## src/gwts_cmp.sv

```systemverilog
module gwts_cmp #(
  parameter int NW = 6
) (
  input  logic signed [31:0] a_prio,
  input  logic [NW-1:0]      a_id,
  input  logic signed [31:0] b_prio,
  input  logic [NW-1:0]      b_id,
  output logic               a_first
);

  // Higher priority wins; on a tie the lower node id goes first.
  always_comb begin
    a_first = (a_prio > b_prio) || ((a_prio == b_prio) && (a_id < b_id));
  end

endmodule

```

## config.mk

```make
export PLATFORM = sky130hd
export DESIGN_NAME = gwts_cmp
export DESIGN_NICKNAME = d
export VERILOG_FILES = /design/src/gwts_cmp.sv
export SDC_FILE = /design/constraint.sdc
export NUM_CORES = 1
export LEC_CHECK = 0
export ABC_AREA = 1
export BUFFER_PORTS_ARGS = -buffer_cell sky130_fd_sc_hd__buf_2
export CAP_MARGIN = 20
export CORE_AREA = 2 2 51 53
export DETAILED_ROUTE_END_ITERATION = 10
export DIE_AREA = 0 0 53 55
export GPL_ROUTABILITY_DRIVEN = 0
export PLACE_DENSITY = 0.93
export SLEW_MARGIN = 20
export SYNTH_ARGS = -nofsm -noshare
export SYNTH_HDL_FRONTEND = slang
export SYNTH_SLANG_ARGS = --single-unit
```

## constraint.sdc

```tcl
create_clock -name vclk -period 4.1
set_input_delay 0.41 -clock vclk [all_inputs]
set_output_delay 0.41 -clock vclk [all_outputs]
set_load 0.02 [all_outputs]
```

Yosys cells after proc, flatten, opt, wreduce, memory -nomap -nowiden

Index checks and enable logic that the tools add are counted.

Equal/unequal tests: 1
Shift-type cells: 0
Bitwise operators: 0
$add $sub $neg: 0
Divide/modulo/power cells: 0
Mux-type cells: 0
Reductions and logical operators: 2
$mul: 0
Order comparisons: 2

Operators with widths:

| kind                 | number |
|---|---|
| 32-bit equality test | 1 |
| 32-bit > comparator  | 1 |
| 6-bit < comparator   | 1 |
| 1-bit logical AND    | 1 |
| 1-bit logical OR     | 1 |

Output and inout bits: 1
Logic and storage cells: 5
Bits in writable memories: 0
Bits in latches: 0
Bits in registers: 0
Memories: 0
Input bits: 76
Bits in read-only memories: 0

Depth between registers and ports, before layout

Gate-level depths: netlist of run 1.

Depth after elaboration: 3
Gate-level depth with buffers: 16
Depth with buffers taken out: 16

Worst setup path before layout of run 1

OpenSTA, ideal clock, no wires.

Path type: input to output
Start point: in b_prio[31]
End point: out a_first
Required time: 3.690 ns
Arrival time: 1.595 ns
Slack: 2.095 ns
Stages on the path: 9
Cells stage by stage: inv_1 ha_1 nand2_2 nor2_2 nand2_2 nor4_4 nand2_2 or2_0 nand2_1

Longest elaborated chain between the ends: 3
Elaborated cells between the ends (all ways): 4
Classes of those cells: 1 x order compare; 1 x eq/ne; 2 x reduce/logical

Ends and longest elaborated chain:

| item                                                        | RTL line | text |
|---|---|---|
| from (decl)                                                 | 6        | `input logic signed [31:0] b_prio,` |
| branches (longest 2 deep; another with 32-bit > comparator) | -        |  |
| 1-bit logical OR *                                          | 13       | `a_first = (a_prio > b_prio) \|\| ((a_prio == b_prio) && (a_id < b_id));` |
| to (decl)                                                   | 8        | `output logic a_first` |

Every way passes the cells marked *.

Final worst setup path of run 1

Ends and elaborated chain as after synthesis.

==> summary.md, run 1 <==
| Metric | Value |
|---|---|
| Max Clock Freq | `455 MHz` |
| Leak | `1.01 nW` |
| Setup Slack @ Placement | `1.89 ns` |
| Global route overflow | `0` |
| Vias per cell | `4.55` |
| Status | `finished clean` |
| DRC | `0` |
| Post-synthesis sequential area ratio | `0%` |
| Required @ worst endpoint | `3.69 ns` |
| RSZ-0062 raised after global routing | `no` |
| Synthesized cell area | `1030 µm²` |
| Core area | `2360 µm²` |
| Synth unique cells | `18` |
| Vert. Die Dim | `55 µm` |
| Synth warnings | `0` |
| Synth area leaders | `ha_1, inv_1, nand2_1` |
| Filler instances | `250` |
| Commonest non-fill, non-tap cells in the layout | `buf_2, inv_1, ha_1` |
| Avg Cell Area, Syn | `6.29 µm²` |
| Die footprint | `2920 µm²` |
| CP Class | `in -> out` |
| Slew margin rel. | `83.6%` |
| CLK BUF | `0` |
| Cell Pwr Density | `88.5 nW/µm²` |
| # IOs | `77` |
| Site Rows | `18` |
| Peak supply drop | `0.0509 mV` |
| Max_cap viols | `0` |
| First-pass GRT wire length | `3.62 mm` |
| Worst hold margin | `1.43 ns` |
| Post-Synthesis Cells | `164` |
| DR vias | `1233` |
| Antenna violations before repair | `0` |
| Yosys top cell area share | `44.9%` |
| # resized after CTS | `0` |
| Wirelength, routed | `2.21 mm` |
| Worst hold path class | `in -> out` |
| Dominant cell type by area after synthesis | `ha_1` |
| Most common cell after layout, fill and taps aside | `buf_2` |
| Fin nets | `356` |
| Hold Path Depth | `7` |
| Final Cycle Share | `53.6%` |
| Hpwl dp | `2.20 mm` |
| DRT iter0 DRCs | `10` |
| Hold Fails Final Rpt | `0` |
| Min-Delay Endpoint | `a_first` |
| Worst slew pin tran | `0.244 ns` |
| Final Setup Violations | `0` |
| Tmin final | `2.20 ns` |
| Final setup TNS | `0 ns` |
| Layout cells sized above 1 | `36.1%` |
| P&R area growth vs syn | `41.0%` |
| Critical Path End Type | `output port` |
| Post-CTS Hold Fix Bufs | `0` |
| Sequential cell count | `0` |
| Die width | `53 µm` |
| Final WS setup | `1.90 ns` |
| FF+latch area | `0 µm²` |
| Buffers inserted by post-CTS timing repair | `0` |
| Worst hold path startpoint | `a_id[5]` |
| Fin. max-slew vios | `0` |
| Vias in the first global route | `1118` |
| CP Data Arrival Time | `1.79 ns` |
| Largest net degree at the start of global routing | `5` |
| Antenna fix cells | `0` |
| Average wire per standard cell | `8.16 µm` |
| Worst Setup Start Kind | `primary input` |
| PortBufs | `77` |
| Crit path max fanout | `4` |
| Starting Density | `43.6%` |
| Syn_nets | `277` |
| Post-route ant nets | `0` |
| GRT Overall Usage | `15.6%` |
| TritonRoute pass-1 iters | `5` |
-- worst max-delay path by stage --
stage / end / slack [ns] / from
detailed placement: a_first / 1.89 / b_prio[31]
CTS: a_first / 1.89 / b_prio[31]
global route: a_first / 1.76 / b_prio[31]
global placement: a_first / 1.92 / b_prio[31]
floorplan: a_first / 2.10 / b_prio[31]
finish: a_first / 1.90 / b_prio[31]
-- worst max-delay path, cell delays in order --
cell,delay [ns]
buf_2,0.07
inv_1,0.03
ha_1,0.33
nand2_2,0.08
nor2_2,0.13
nand2_2,0.08
nor4_4,0.18
nand2_2,0.07
or2_0,0.19
nand2_1,0.06
buf_2,0.15
-- layout make-up --
| class | instances | area [µm²] | area share (%) |
|---|---|---|---|
| Inverter | 46 | 173 | 11.9 |
| Timing Repair Buffer | 77 | 385 | 26.5 |
| Tap cell | 30 | 37.5 | 2.58 |
| Multi-Input combinational cell | 118 | 858 | 59.0 |
-- Yosys cell counts --
cell type	n
ha_1	37
inv_1	43
nand2_4	1
nand2_1	36
a21oi_1	17
o21a_2	1
nand4_1	3
nor2_2	1
nor4_4	1
o21ai_0	2
nand2_2	3
nor2_1	8
a21o_1	1
inv_2	3
o221ai_1	1
nand3_1	4
o21a_1	1
or2_0	1
-- routing by layer --
layer	track usage, %	part of all wire [%]
met3	1.08	6.8
met1	13.5	36
met5	0	0
met4	1.28	0.63
met2	38.3	56
-- stage by stage --
stage	utilization, %	instances	cell area [µm²]	total power, W
floorplan	-	164	1030	0.0000785
global placement	61.5	271	1450	0.000126
detailed placement	61.5	271	1450	0.000131
CTS	61.5	271	1450	0.000132
global route	61.5	271	1450	0.000152
finish	61.5	271	1450	0.000129
-- cells by family (layout without fill, tap and decap cells) --
kind of cell | after synthesis | count (layout) | synth area share [%]
AOI/OAI and AO/OA | 23 | 23 | 12.4
adders and majority gates | 37 | 37 | 44.9
buffers and inverters | 46 | 123 | 16.7
and+or+nand+nor | 58 | 58 | 26.0
-- power breakdown --
part	switching, W	internal, W
registers	0	0
logic	0.0000622	0.0000665
clock network	0	0
Note: power is estimated with default switching activity, not from simulation.
==> inputs of run 2 (changes only) <==
Settings changed: ABC_AREA 1 to 0, PLACE_DENSITY 0.93 to 0.9.
Clock period 4.1 ns to 2.3 ns, I/O delays scaled along.
==> run 2 against run 1 <==
Net effect:
- worst hold slack worse by 0.44 ns
- first-iteration DRC count down 70%
- critical path depth down 1
- global-route usage down 1.0 points
- non-clock buffer count unchanged
- synthesized cell count down 18%
- largest power group unchanged
- highest routed layer is now met3
==> summary.md, run 2 <==
| Metric | Value |
|---|---|
| Status | `finished clean (unchanged)` |
| Most common cell after layout, fill and taps aside | `buf_2 (unchanged)` |
| Average wire per standard cell | `9.31 µm (was 8.16 µm)` |
| Peak supply drop | `0.0936 mV (was 0.0509 mV)` |
| First-pass GRT wire length | `3.40 mm (was 3.62 mm)` |
| Post-synthesis sequential area ratio | `0% (unchanged)` |
| TritonRoute pass-1 iters | `4 (was 5)` |
| Site Rows | `18 (unchanged)` |
| P&R area growth vs syn | `46.0% (was 41.0%)` |
| RSZ-0062 raised after global routing | `no (unchanged)` |
| GR Util met1 | `16.3% (was 13.5%)` |
| Core area | `2360 µm² (unchanged)` |
| M3 GR Usage | `0.538% (was 1.08%)` |
| Syn_nets | `248 (was 277)` |
| Leak | `0.921 nW (was 1.01 nW)` |
| Most used routing layer in global routing | `met2 (unchanged)` |
| Worst slew pin tran | `0.331 ns (was 0.244 ns)` |
| Max Clock Freq | `470 MHz` |
| CP Class | `in -> out (unchanged)` |
| CLK BUF | `0 (unchanged)` |
| Tmin final | `2.13 ns` |
| Avg Cell Area, Syn | `7.02 µm² (was 6.29 µm²)` |
| DR vias | `1139 (was 1233)` |
| Filler instances | `249 (was 250)` |
| GRT Overall Usage | `14.6% (was 15.6%)` |
| Crit path max fanout | `3 (was 4)` |
| CP Data Arrival Time | `1.90 ns (was 1.79 ns)` |
| Slew margin rel. | `77.9% (was 83.6%)` |
| DRC | `0 (unchanged)` |
| Required @ worst endpoint | `2.07 ns (was 3.69 ns)` |
| Sequential cell count | `0 (unchanged)` |
| Worst hold path startpoint | `a_id[4] (was a_id[5])` |
| Post-route ant nets | `0 (unchanged)` |
| GR met2 Demand/Resource | `31.5% (was 38.3%)` |
| Global route overflow | `0 (unchanged)` |
| Buffers inserted by post-CTS timing repair | `0 (unchanged)` |
| Final Setup Violations | `0 (unchanged)` |
| Vert. Die Dim | `55 µm (unchanged)` |
| Power Total | `0.000213 W (was 0.000129 W)` |
| Wirelength, routed | `2.25 mm (was 2.21 mm)` |
| DRT iter0 DRCs | `3 (was 10)` |
| Synth warnings | `0 (unchanged)` |
| Antenna violations before repair | `0 (unchanged)` |
| Layout cells sized above 1 | `38.2% (was 36.1%)` |
| Hpwl dp | `2.18 mm (was 2.20 mm)` |
| Worst Setup Start Kind | `primary input (unchanged)` |
| Max_cap viols | `0 (unchanged)` |
| Die width | `53 µm (unchanged)` |
| Worst hold path class | `in -> out (unchanged)` |
| Die footprint | `2920 µm² (unchanged)` |
| Hold Fails Final Rpt | `0 (unchanged)` |
| Synth unique cells | `23 (was 18)` |
| Count leader, synth | `inv_1 (unchanged)` |
| Final Cycle Share | `92.5%` |
| Critical Path End Type | `output port (unchanged)` |
| # IOs | `77 (unchanged)` |
| Final setup TNS | `0 ns (unchanged)` |
| Fin nets | `327 (was 356)` |
| Antenna fix cells | `0 (unchanged)` |
| Starting Density | `40.1% (was 43.6%)` |
| Most common library cells after synthesis | `inv_1, ha_1, a21oi_1 (was inv_1, ha_1, nand2_1)` |
| Dominant cell type by area after synthesis | `ha_1 (unchanged)` |
| Largest net degree at the start of global routing | `4 (was 5)` |
| Commonest non-fill, non-tap cells in the layout | `buf_2, inv_1, ha_1 (unchanged)` |
| Hold Path Depth | `5 (was 7)` |
| Post-CTS Hold Fix Bufs | `0 (unchanged)` |
| Yosys top cell area share | `48.9% (was 44.9%)` |
| Synthesized cell area | `947 µm² (was 1030 µm²)` |
| Min-Delay Endpoint | `a_first (unchanged)` |
| Post-Synthesis Cells | `135 (was 164)` |
| FF+latch area | `0 µm² (unchanged)` |
| Cell Pwr Density | `154 nW/µm² (was 88.5 nW/µm²)` |
| Fin. max-slew vios | `0 (unchanged)` |
| Synth area leaders | `ha_1, inv_1, a21oi_1 (was ha_1, inv_1, nand2_1)` |
| Vias in the first global route | `970 (was 1118)` |
| Vias per cell | `4.71 (was 4.55)` |
| Critical Path Start | `b_prio[30] (was b_prio[31])` |
| # resized after CTS | `0 (unchanged)` |
| PortBufs | `77 (unchanged)` |
run 2: changes by cell type after synthesis, sizes merged, moves of 2 or more:
| cell | previous run | this run |
|---|---|---|
| o21ai | 2 | 5 |
| and3 | 0 | 2 |
| nand4 | 3 | 5 |
| nand2 | 40 | 8 |
| o21a | 2 | 0 |
| inv | 46 | 38 |
| nor2 | 9 | 3 |
| nand2b | 0 | 3 |
| a21o | 1 | 4 |
| a21oi | 17 | 14 |
run 2: metrics by stage:
step           setup WS [ns]  std cells  instance area [µm²]  utilization (%)  hold slack, ns
2_1_floorplan          0.327        135                  947                -           0.846
3_3_place_gp           0.188        242                 1370             57.9           0.993
3_5_place_dp           0.124        242                 1370             57.9           0.996
4_1_cts                0.128        242                 1370             57.9           0.999
5_1_grt              0.00288        242                 1380             58.5            1.05
6_report               0.173        242                 1380             58.5           0.997
run 2: worst max path at each step:
stage | slack (ns) | endpoint
2_1_floorplan | 0.33 | a_first
3_3_place_gp | 0.19 | a_first
3_5_place_dp | 0.12 | a_first
4_1_cts | 0.13 | a_first
5_1_grt | 0.003 | a_first
6_report | 0.17 | a_first
run 2: cells by family (layout without fill, tap and decap cells):
| family | Yosys count | after routing | synth area share (%) |
|---|---|---|---|
| AO/OA/AOI/OAI | 30 | 30 | 19.3 |
| adder cells (fa/ha/maj) | 37 | 37 | 48.9 |
| buffers and inverters | 38 | 115 | 15.1 |
| AND/OR/NAND/NOR | 30 | 30 | 16.8 |
run 2: report_power, final:
group / leakage [nW] / internal (W) / switching (W) / total, W
clock: 0 / 0 / 0 / 0
combinational: 0.921 / 0.000116 / 0.0000974 / 0.000213
sequential: 0 / 0 / 0 / 0
total: 0.921 / 0.000116 / 0.0000974 / 0.000213
run 2: layer usage:
| metal | share of wire, % | wire length, µm | vias up |
|---|---|---|---|
| met3 | 7.7 | 173 | 0 |
| li1 | - | - | 622 |
| met1 | 38 | 861 | 478 |
| met2 | 54 | 1220 | 39 |
| met4 | 0 | 0 | 0 |
| met5 | 0 | 0 | - |
run 2: critical path, stage by stage:
cell and delay, ns:
buf_2 0.08, inv_1 0.03, ha_1 0.30, nand4_1 0.11, nor3_1 0.24, nand3_1 0.15
a31o_2 0.26, and3_1 0.15, a31oi_1 0.15, buf_2 0.19
run 2: cell type report:
class / count / area (µm²) / share of cell area (%)
repair buffers: 77 / 385 / 27.9
multi-input cells: 97 / 817 / 59.1
well taps: 30 / 37.5 / 2.71
inverters: 38 / 143 / 10.3
