File: src/gwts_pkg.sv
package gwts_pkg;

  // Default table sizes.
  localparam int MAX_NODES_DEF = 64;
  localparam int MAX_EDGES_DEF = 256;

  // Operation codes.
  typedef enum logic [2:0] {
    OP_ADD     = 3'd0,
    OP_REMOVE  = 3'd1,
    OP_SETPRI  = 3'd2,
    OP_CONNECT = 3'd3,
    OP_DISCONN = 3'd4,
    OP_RUN     = 3'd5,
    OP_CLEAR   = 3'd6
  } op_t;

  // Result status codes.
  typedef enum logic [1:0] {
    STAT_OK    = 2'd0,
    STAT_BAD   = 2'd1,
    STAT_FULL  = 2'd2,
    STAT_EMPTY = 2'd3
  } stat_t;

  // Sequencer states.
  typedef enum logic [4:0] {
    S_IDLE, S_EXEC, S_REM_RD, S_REM_CHK, S_ZERO, S_C_RD, S_C_CHK, S_C_UPD,
    S_S_RD, S_S_CHK, S_W_START, S_P_RD, S_P_CMP, S_EMIT, S_E_RD, S_E_CHK,
    S_E_UPD, S_FINISH
  } state_t;

  typedef struct packed {
    logic [2:0]         operation;
    logic [5:0]         node_id;
    logic [5:0]         target_node;
    logic signed [31:0] priority_req;
    logic [7:0]         edge_id;
  } in_t;

  typedef struct packed {
    logic [5:0] node_id_res;
    logic [7:0] edge_id_res;
    logic [5:0] wave_index;
    logic [1:0] status;
    logic       last;
  } res_t;

endpackage

File: src/gwts_outreg.sv
module gwts_outreg (
  input  logic            clk,
  input  logic            rst_n,
  input  logic            push,
  input  gwts_pkg::res_t  push_data,
  output logic            can_push,
  output logic            out_valid,
  input  logic            out_stall,
  output gwts_pkg::res_t  out_data
);
  import gwts_pkg::*;

  logic valid_r;
  res_t data_r;

  // A new item may enter when the register is empty or is being taken.
  assign can_push  = !valid_r || !out_stall;
  assign out_valid = valid_r;
  assign out_data  = data_r;

  always_ff @(posedge clk) begin
    if (!rst_n) begin
      valid_r <= 1'b0;
    end else if (push && can_push) begin
      valid_r <= 1'b1;
    end else if (!out_stall) begin
      valid_r <= 1'b0;
    end
  end

  // Payload register.
  always_ff @(posedge clk) begin
    if (push && can_push) begin
      data_r <= push_data;
    end
  end

endmodule

File: config.mk
export PLATFORM = sky130hd
export DESIGN_NAME = gwts_outreg
export DESIGN_NICKNAME = d
export VERILOG_FILES = /design/src/gwts_pkg.sv /design/src/gwts_outreg.sv
export SDC_FILE = /design/constraint.sdc
export NUM_CORES = 1
export LEC_CHECK = 0
export BUFFER_PORTS_ARGS = -buffer_cell sky130_fd_sc_hd__buf_4
export CELL_PAD_IN_SITES_DETAIL_PLACEMENT = 1
export CELL_PAD_IN_SITES_GLOBAL_PLACEMENT = 2
export CORE_MARGIN = 5
export CORE_UTILIZATION = 24
export DETAILED_ROUTE_END_ITERATION = 16
export PLACE_DENSITY = 0.81
export RECOVER_POWER = 100
export SLEW_MARGIN = 20
export SYNTH_ARGS = -nofsm -noshare
export SYNTH_HDL_FRONTEND = slang
export SYNTH_SLANG_ARGS = --single-unit
File: constraint.sdc
create_clock -name clk -period 1.45 [get_ports clk]
set_input_delay 0 -clock clk [delete_from_list [all_inputs] [get_ports clk]]
set_output_delay 0 -clock clk [all_outputs]
set_load 0.1 [all_outputs]
# --- Word-level counts from Yosys, hierarchy flattened ---
# Cells that the tools add are included.
totals:
  reg_bits: 24
  inputBits: 27
  output_inout_bits: 25
  elab_cells: 13
op_classes:
  eq_ne: 1
  mux: 2
  n_reduce_logical: 4
op_table:
  columns: ["cell", "n"]
  rows:
  - ["logical NOT 1 bit", 2]
  - ["two-way mux 1 bit", 2]
  - ["!= test 2 x 1 -> 1 bit, second input constant", 1]
  - ["logical AND 1 bit", 1]
  - ["logical OR 1 bit", 1]

# --- Depth between registers and ports, before layout ---
# Gate-level depths: netlist (run 1).
depth:
  depth_word: 4
  mapped_depth: 2
  ltp_nobuf: 2

# --- Least setup slack after synthesis (run 1) ---
# Ideal clock, no wire load.
synth_path:
  kind: "register to register"
  from: "register valid_r, in the netlist out_valid"
  to: "register data_r (netlist bit out_data[0]), enable pin"
  setup_ps: 357
  arrival_ps: 2489
  required_time_ps: 1093
  setup_slack_ps: -1395
  stages_incl_launch_ff: 3
  n_path_buf: 0
  period_less_slack_ps: 2845
  cell_sequence: "dfxtp_1 nand2_1 and2_1"
synth_via:
  elab_chain_cells: 3
synth_lines:
  columns: ["element", "line", "text"]
  rows:
  - ["from (decl)", "gwts_outreg.sv:13", "logic valid_r;"]
  - ["from (signal assigned)", "gwts_outreg.sv:23", "valid_r <= 1'b0;"]
  - ["from (signal assigned)", "gwts_outreg.sv:25", "valid_r <= 1'b1;"]
  - ["from (signal assigned)", "gwts_outreg.sv:27", "valid_r <= 1'b0;"]
  - ["logical NOT 1 bit", "gwts_outreg.sv:17", "assign can_push = !valid_r || !out_stall;"]
  - ["logical OR 1 bit", "gwts_outreg.sv:17", null]
  - ["named net can_push", "gwts_outreg.sv:6", "output logic can_push,"]
  - ["logical AND 1 bit", "gwts_outreg.sv:33", "if (push && can_push) begin"]
  - ["to (signal assigned)", "gwts_outreg.sv:34", "data_r <= push_data;"]
  - ["to (decl)", "gwts_outreg.sv:14", "res_t data_r;"]
# The timed path passes the listed nets, and every way through them passes these cells.
# A chain may end at the register's enable or synchronous reset.

# --- Worst setup path in the final report (run 1) ---
layout_path:
  from: "register valid_r, in the netlist out_valid"
  to: "register data_r (netlist bit out_data[15]), enable pin"
layout_via:
  elab_chain_cells: 3
layout_lines:
  columns: ["element", "line"]
  rows:
  - ["logical NOT 1 bit", "gwts_outreg.sv:17"]
  - ["logical OR 1 bit", "gwts_outreg.sv:17"]
  - ["logical AND 1 bit", "gwts_outreg.sv:33"]
# Every way passes these cells.

==> impl_metrics.yaml, run 1 <==
status:
  status: "complete, no violations"
synthesis:
  netlist_area_sq_um: 732
  netlist.area_leader.share_pct: 94.4
  synth_simple_gate_area_share_pct: 2.22
  yosys_register_bits: 24
  yosysWarnings: 0
  synth_top_family_by_area: "simple AND/OR/NAND/NOR gates"
  synth_xor_area_share_pct: 0
  synthTopCellsByArea: "edfxtp_1 (94%), dfxtp_1 (2.7%), and2_1 (0.85%), nor2b_1 (0.85%), a21oi_1 (0.68%)"
  synth_compound_area_share_pct: 0.684
  synthAdderAreaFrac_pct: 0
  synth_cells: 28
  synth_area_per_cell_sq_um: 26.1
  synth-edff-count: 23
  synth.distinct_cells: 6
  ys.flop_type: "edfxtp_1"
  syn_nets: 55
  synth.largest_area_cell: "edfxtp_1"
  yosysSeqAreaShare_pct: 97.1
  synthMuxAreaShare_pct: 0
  synthArstFlopShare_pct: 0
  synth.most_common_cell: "edfxtp_1"
clock_network:
  clockBufferDepth: 2
  cts_root_buf: "clkbuf_4"
  cts-buffers-inserted: 3
  cts_tree: "done"
  cts.sinks: 24
  clk_pin_slew_ns: 0.12
  htreeDepth: 1
  clk_latency_ns: 0.30
  postCtsResizedCells: 0
worst_setup_path:
  r2r_end: "out_data[15]$_DFFE_PP_"
  required_ns: 1.40
  cp_slowest_stage_delay_ns: 0.48
  cp-startpoint: "out_valid$_SDFFE_PN0P_"
  cp_top_family: "simple AND/OR/NAND/NOR gates"
  arrival_ns: 1.21
  crit_type: "flop to flop"
  crit_end: "out_data[15]$_DFFE_PP_"
  rr_startpoint: "out_valid$_SDFFE_PN0P_"
  cp_num_buf_inv: 0
  regToRegSetupSlack_ns: 0.19
  critPathMaxFanout: 23
  critPathLaunchType: "flop"
  cp_slowest_cell: "and2_2"
  crit_chain: "nand2_4, and2_2"
  endpoint_kind: "flop"
  reg2regPathDepth: 2
  cp.depth: 2
placement:
  io_buffers: 51
  place_congestion: 0.596
floorplan:
  dieHeight_microns: 65.2
  die_x_microns: 65.2
  start_util_pct: 24.6
  core_sq_um: 2980
  rows: 20
  dieArea_sq_um: 4250
  ioPinCount: 52
cells_and_area:
  syn2layout_area_growth_pct: 88.4
  layout-drive-gt1-share_pct: 51.9
  final_nets: 136
  diodes: 0
timing:
  fmaxAchievable_mhz: 791
  maxSlewViolCount: 0
  hold_viol: 0
  setup_viol_count_final: 0
  holdWs_ns: 0.382
  period_needed_ns: 1.26
  setup-tns-final_ns: 0
  max-slew-margin-rel_pct: 63.2
  rsz0062_at_grt: "no"
  tightestPinTransition_ns: 0.555
  fin_crit_sh_pct: 87.1
  skew_ns: 0.00454
routing:
  drt_wl_total_microns: 1930
  vias_per_cell: 4.04
  dr.first_iter.drc_count: 7
  postRouteAntennaNets: 0
  dr_total_vias: 570
  post_drt_wl_per_cell_microns: 13.7
  dr.pass1.iters: 4
  drc: 0
global_route:
  grt_max_degree: 24
  grtUsageTotal_pct: 9.29
  antenna_found_initial: 0
  grt-ovfl-total: 0
  grt_pass1_vias: 615
  grt_pass1_wl_microns: 2950
hold_path:
  min_path_type: "primary input to flop"
  hold_path_depth: 2
job:
  maxCapViolCount: 0
power:
  ir_worst_vdd_mv: 0.501
  p_leak_nw: 0.591
  power.density_nw_per_um2: 1130
[through the flow]
stage,setup WS (ns),util (%),cell area [sq um],instances,total power (W)
floorplan,0.0547,-,746,28,0.00115
detailed placement,0.380,39.3,1170,112,0.00127
CTS,0.251,48.6,1450,141,0.00160
finish,0.186,46.3,1380,141,0.00156
global placement,0.414,39.3,1170,112,0.00126
global route,0.112,46.3,1380,141,0.00162
[layout by cell type (no fill, tap or decap), drive strengths merged]
master	count
clkbuf	51
dlygate4sd3	25
edfxtp	23
buf	3
nand2	1
and2	1
a21oi	1
nor2b	1
clkinv	1
dfxtp	1
[routing by layer]
layer	global-route usage, %	vias up	share of wire, %
li1	-	268	-
met2	18.3	29	59
met4	2.33	0	0
met3	3.76	0	10
met5	0	-	0
met1	8.66	273	30
[timing repair]
item	CTS	global route
hold endpoints to repair	24	0
hold buffers	25	0
buffers inserted	0	0
[how the worst min path moves through the flow]
stage             startpoint                     end  slack [ns]
4_1_cts                 push   out_data[3]$_DFFE_PP_        0.23
6_report                push   out_data[3]$_DFFE_PP_        0.38
3_3_place_gp   push_data[10]  out_data[10]$_DFFE_PP_        0.18
5_1_grt                 push  out_data[10]$_DFFE_PP_        0.40
2_1_floorplan   push_data[0]   out_data[0]$_DFFE_PP_         0.1
3_5_place_dp    push_data[2]   out_data[2]$_DFFE_PP_        0.18
[sequential cells by signal (all words and copies together), names as in the netlist]
| register | flops |
|---|---|
| out_data | 23 |
| out_valid | 1 |
[kinds of logic after synthesis]
logic type	after synthesis
flip-flops	24
AND/OR/NAND/NOR	3
AO/OA/AOI/OAI	1
[area by class of cell]
class | count | area (sq um)
Clock buffer | 3 | 22.5
Clock inverter | 1 | 3.75
Fill cell | 302 | 1600
Multi-Input combinational cell | 4 | 30.0
Sequential cell | 24 | 711
Tap cell | 33 | 41.3
Timing Repair Buffer | 76 | 571
[where the power goes]
| part | switching [W] | internal (W) | total (W) |
|---|---|---|---|
| Clock | 0.000181 | 0.000100 | 0.000281 |
| Combinational | 0.000345 | 0.000112 | 0.000457 |
| Sequential | 0.0000122 | 0.000807 | 0.000819 |
| Total | 0.000537 | 0.00102 | 0.00156 |
(Power assumes the default switching activity.)
==> run 2: changes to the inputs <==
Settings changed: CORE_ASPECT_RATIO set to 1.4.
==> impl_metrics.yaml, run 2 (synthesized netlist as in run 1, its figures left out) <==
status:
  status: "complete, no violations"
worst_setup_path:
  cp_slowest_stage_delay_ns: 0.48
  critPathMaxFanout: 23
  crit_type: "flop to flop"
  cp_top_family: "simple AND/OR/NAND/NOR gates"
  arrival_ns: 1.16
  cp_num_buf_inv: 0
  endpoint_kind: "flop"
  cp_slowest_cell: "and2_2"
  crit_chain: "nand2_4, and2_2"
  regToRegSetupSlack_ns: 0.20
  critPathLaunchType: "flop"
  required_ns: 1.35
clock_network:
  clockBufferDepth: 2
  cts-buffers-inserted: 3
  cts_root_buf: "clkbuf_8"
  htreeDepth: 1
  cts_setup_buffers: 0
  cts.sinks: 24
  postCtsHoldBufs: 25
  clk_latency_ns: 0.26
  postCtsResizedCells: 0
  clk_pin_slew_ns: 0.08
  cts_tree: "done"
cells_and_area:
  largest_reg_flops: 23
  syn2layout_area_growth_pct: 95.2
  layout-drive-gt1-share_pct: 52.8
  register_area_sq_um: 711
  final_util_pct: 49.2
  final_cell_mix: "dlygate4sd3_1 (25), clkbuf_2 (25), clkbuf_4 (23), edfxtp_1 (23)"
  multi_input_area_sq_um: 30.0
  final_nets: 136
  nFillCells: 294
  final_cells: 145
  final_cell_area_sq_um: 1430
  diodes: 0
timing:
  rsz0062_at_grt: "no"
  max-slew-margin-rel_pct: 63.2
  setup-tns-final_ns: 0
  setup_viol_count_final: 0
  hold_viol: 0
  skew_ns: 0.00268
  period_needed_ns: 1.25
  fin_ws_ns: 0.196
  fin_crit_sh_pct: 86.5
  fmaxAchievable_mhz: 797
  tightestPinTransition_ns: 0.555
  maxSlewViolCount: 0
global_route:
  grt_pass1_wl_microns: 3040
  grtUsageTotal_pct: 9.88
  grt_pass1_vias: 654
  grt_max_degree: 24
  grt-ovfl-total: 0
  antenna_found_initial: 0
routing:
  dr.first_iter.drc_count: 21
  drc: 0
  post_drt_wl_per_cell_microns: 13.6
  dr.pass1.iters: 3
  dr_total_vias: 541
  drt_wl_total_microns: 1980
  postRouteAntennaNets: 0
  vias_per_cell: 3.73
power:
  switchingPower_w: 0.000556
  combPwrFrac_pct: 24.7
  ir_worst_vdd_mv: 0.729
  switching_share_pct: 30.2
  power.density_nw_per_um2: 1290
  clkPwrFrac_pct: 30.9
  p_leak_nw: 0.611
  seq_power_share_pct: 44.4
  p_int_w: 0.00129
placement:
  dp.cells: 116
  io_buffers: 51
  place_congestion: 0.624
  place_area_sq_um: 1170
  pre_cts_ws_ns: 0.387
floorplan:
  dieHeight_microns: 75.3
  dieArea_sq_um: 4270
  die_x_microns: 56.7
  start_util_pct: 25.2
  core_sq_um: 2910
  rows: 23
  ioPinCount: 52
job:
  maxCapViolCount: 0
hold_path:
  min_path_type: "primary input to flop"
## run 2: changes by cell type in the layout (fill, tap and decap cells not counted), sizes merged
cell | previous run | this run
clkinv | 1 | 0
bufinv | 0 | 1
## run 2: through the flow
stage / hold slack (ns) / total power, W
6_report: 0.423 / 0.00184
5_1_grt: 0.423 / 0.00192
4_1_cts: 0.277 / 0.00188
3_5_place_dp: 0.179 / 0.00127
3_3_place_gp: 0.179 / 0.00126
2_1_floorplan: 0.0989 / 0.00115
## run 2: path summary, 6_finish.rpt
path                                from                     end  cells past startpoint
setup / recovery  out_valid$_SDFFE_PN0P_  out_data[15]$_DFFE_PP_                      2
hold / removal                      push  out_data[11]$_DFFE_PP_                      2
setup reg to reg  out_valid$_SDFFE_PN0P_  out_data[15]$_DFFE_PP_                      2
hold reg to reg   out_valid$_SDFFE_PN0P_  out_data[11]$_DFFE_PP_                      2
## run 2: area by class of cell
class / count / area share, %
Sequential cell: 24 / 49.7
Timing Repair Buffer: 76 / 39.9
Tap cell: 37 / 3.24
Clock buffer: 3 / 2.89
Multi-Input combinational cell: 4 / 2.10
Clock inverter: 1 / 2.10
## run 2: routing by layer
layer	part of all wire (%)	global-route usage, %
met1	28	7.70
met2	63	21.5
met3	7.6	3.22
met4	0.46	3.96
met5	0	0
## run 2: power groups by stage
stage / clock [W] / sequential [W] / combinational [W]
floorplan: 0 / 0.00112 / 0.0000271
global placement: 0 / 0.000833 / 0.000431
detailed placement: 0 / 0.000835 / 0.000433
CTS: 0.000576 / 0.000819 / 0.000488
global route: 0.000628 / 0.000824 / 0.000469
finish: 0.000569 / 0.000819 / 0.000456
## run 2: worst reg2reg max path: stages, from the launching register on
cell     delay (ns)
dfxtp_1        0.35
nand2_4        0.07
and2_2         0.48
==> run 3: changes to the inputs <==
==> constraint.sdc (replaced) <==
create_clock -name clk -period 1.45 [get_ports clk]
set_input_delay 0.145 -clock clk [delete_from_list [all_inputs] [get_ports clk]]
set_output_delay 0.145 -clock clk [all_outputs]
set_load 0.1 [all_outputs]
==> impl_metrics.yaml, run 3 (synthesized netlist as in run 1, its figures left out) <==
timing:
  fin_crit_sh_pct: 82.9
  max-slew-margin-rel_pct: 63.1
  fmaxAchievable_mhz: 832
  setup_viol_count_final: 0
  setup-tns-final_ns: 0
  hold_viol: 0
  rsz0062_at_grt: "no"
  skew_ns: 0.00329
  tightestPinTransition_ns: 0.557
  period_needed_ns: 1.20
  maxSlewViolCount: 0
  fin_ws_ns: 0.248
worst_setup_path:
  endpoint_kind: "output pin"
  critPathLaunchType: "flop"
  r2r_end: "out_data[20]$_DFFE_PP_"
  cp_slowest_cell: "clkbuf_2"
  crit_chain: "clkbuf_2"
  cp_num_buf_inv: 1
  crit_type: "flop to output pin"
  regToRegSetupSlack_ns: 0.39
  cp_top_family: "buffers and inverters"
  cp_slowest_stage_delay_ns: 0.46
  rr_startpoint: "out_valid$_SDFFE_PN0P_"
  reg2regPathDepth: 2
  critPathMaxFanout: 1
  arrival_ns: 1.06
  required_ns: 1.31
global_route:
  grtUsageTotal_pct: 7.22
  grt-ovfl-total: 0
  use_met2_pct: 13.1
  grt_max_degree: 24
  grt.met3_usage_pct: 2.71
  grt_pass1_wl_microns: 2270
  busiest_layer: "met2"
  antenna_found_initial: 0
  grtUsageMet1_pct: 7.46
  grt_pass1_vias: 496
clock_network:
  cts_setup_buffers: 0
  cts_root_buf: "clkbuf_8"
  clk_pin_slew_ns: 0.08
  postCtsHoldBufs: 0
  cts-buffers-inserted: 3
  clockBufferDepth: 2
  clk_latency_ns: 0.25
  cts.sinks: 24
  postCtsResizedCells: 0
  htreeDepth: 1
  cts_tree: "done"
cells_and_area:
  nFillCells: 319
  largest_reg_flops: 23
  diodes: 0
  layout-drive-gt1-share_pct: 67.5
  final_cell_mix: "clkbuf_4 (23), edfxtp_1 (23), clkbuf_2 (23), buf_4 (5), clkbuf_8 (3)"
  final_nets: 111
  syn2layout_area_growth_pct: 58.3
placement:
  pre_cts_ws_ns: 0.391
  place_congestion: 0.628
  io_buffers: 51
floorplan:
  start_util_pct: 25.2
  ioPinCount: 52
  die_x_microns: 56.7
  dieHeight_microns: 75.3
  dieArea_sq_um: 4270
  core_sq_um: 2910
  rows: 23
hold_path:
  worstHoldEndpoint: "out_data[1]$_DFFE_PP_"
  hold_path_depth: 1
  min_path_type: "primary input to flop"
  min_from: "push_data[1]"
routing:
  drt_wl_total_microns: 1530
  dr_total_vias: 469
  dr.pass1.iters: 2
  postRouteAntennaNets: 0
  dr.first_iter.drc_count: 9
  post_drt_wl_per_cell_microns: 12.8
  drc: 0
  vias_per_cell: 3.91
job:
  maxCapViolCount: 0
power:
  p_leak_nw: 0.495
  finalPower_w: 0.00160
  power.density_nw_per_um2: 1380
  ir_worst_vdd_mv: 0.688
status:
  status: "complete, no violations"
-- run 3: stage by stage --
step / hold WS (ns) / utilization, % / cells / area, sq um
after floorplan: 0.244 / - / 28 / 746
after global placement: 0.324 / 40.4 / 116 / 1170
after detailed placement: 0.324 / 40.4 / 116 / 1170
after CTS: 0.0570 / 42.0 / 120 / 1220
after global routing: 0.0648 / 39.9 / 120 / 1160
final: 0.0843 / 39.9 / 120 / 1160
-- run 3: where the power goes --
| group | switching, W | internal (W) | total, W |
|---|---|---|---|
| Sequential | 0.0000111 | 0.000807 | 0.000818 |
| Clock | 0.000182 | 0.000195 | 0.000377 |
| Combinational | 0.000333 | 0.0000707 | 0.000403 |
-- run 3: worst max path at each step --
| stage | startpoint | to | depth (start not counted) |
|---|---|---|---|
| 3_5_place_dp | out_valid$_SDFFE_PN0P_ | out_data[1]$_DFFE_PP_ | 2 |
| 3_3_place_gp | out_valid$_SDFFE_PN0P_ | out_data[11]$_DFFE_PP_ | 2 |
| 5_1_grt | out_data[13]$_DFFE_PP_ | out_data[13] | 1 |
| 6_report | out_data[2]$_DFFE_PP_ | out_data[2] | 1 |
| 4_1_cts | out_valid$_SDFFE_PN0P_ | can_push | 2 |
| 2_1_floorplan | out_valid$_SDFFE_PN0P_ | out_data[0]$_DFFE_PP_ | 2 |
-- run 3: final cells by class --
type                    count  area (sq um)  share of cell area [%]
well taps                  37          46.3                    4.00
clock buffers               4          45.0                    3.89
flip-flops and latches     24           711                    61.3
multi-input cells           4          31.3                    2.70
repair buffers             51           325                    28.1
-- run 3: layer usage --
layer,share of wire [%],routed length (microns)
met1,31,475
met2,59,904
met3,9.4,144
met4,0.59,9
met5,0,0
-- run 3: worst reg2reg max path, stage by stage, from the launching register on --
cell and delay [ns]:
dfxtp_1 0.35, nand2_4 0.07, and2_4 0.33
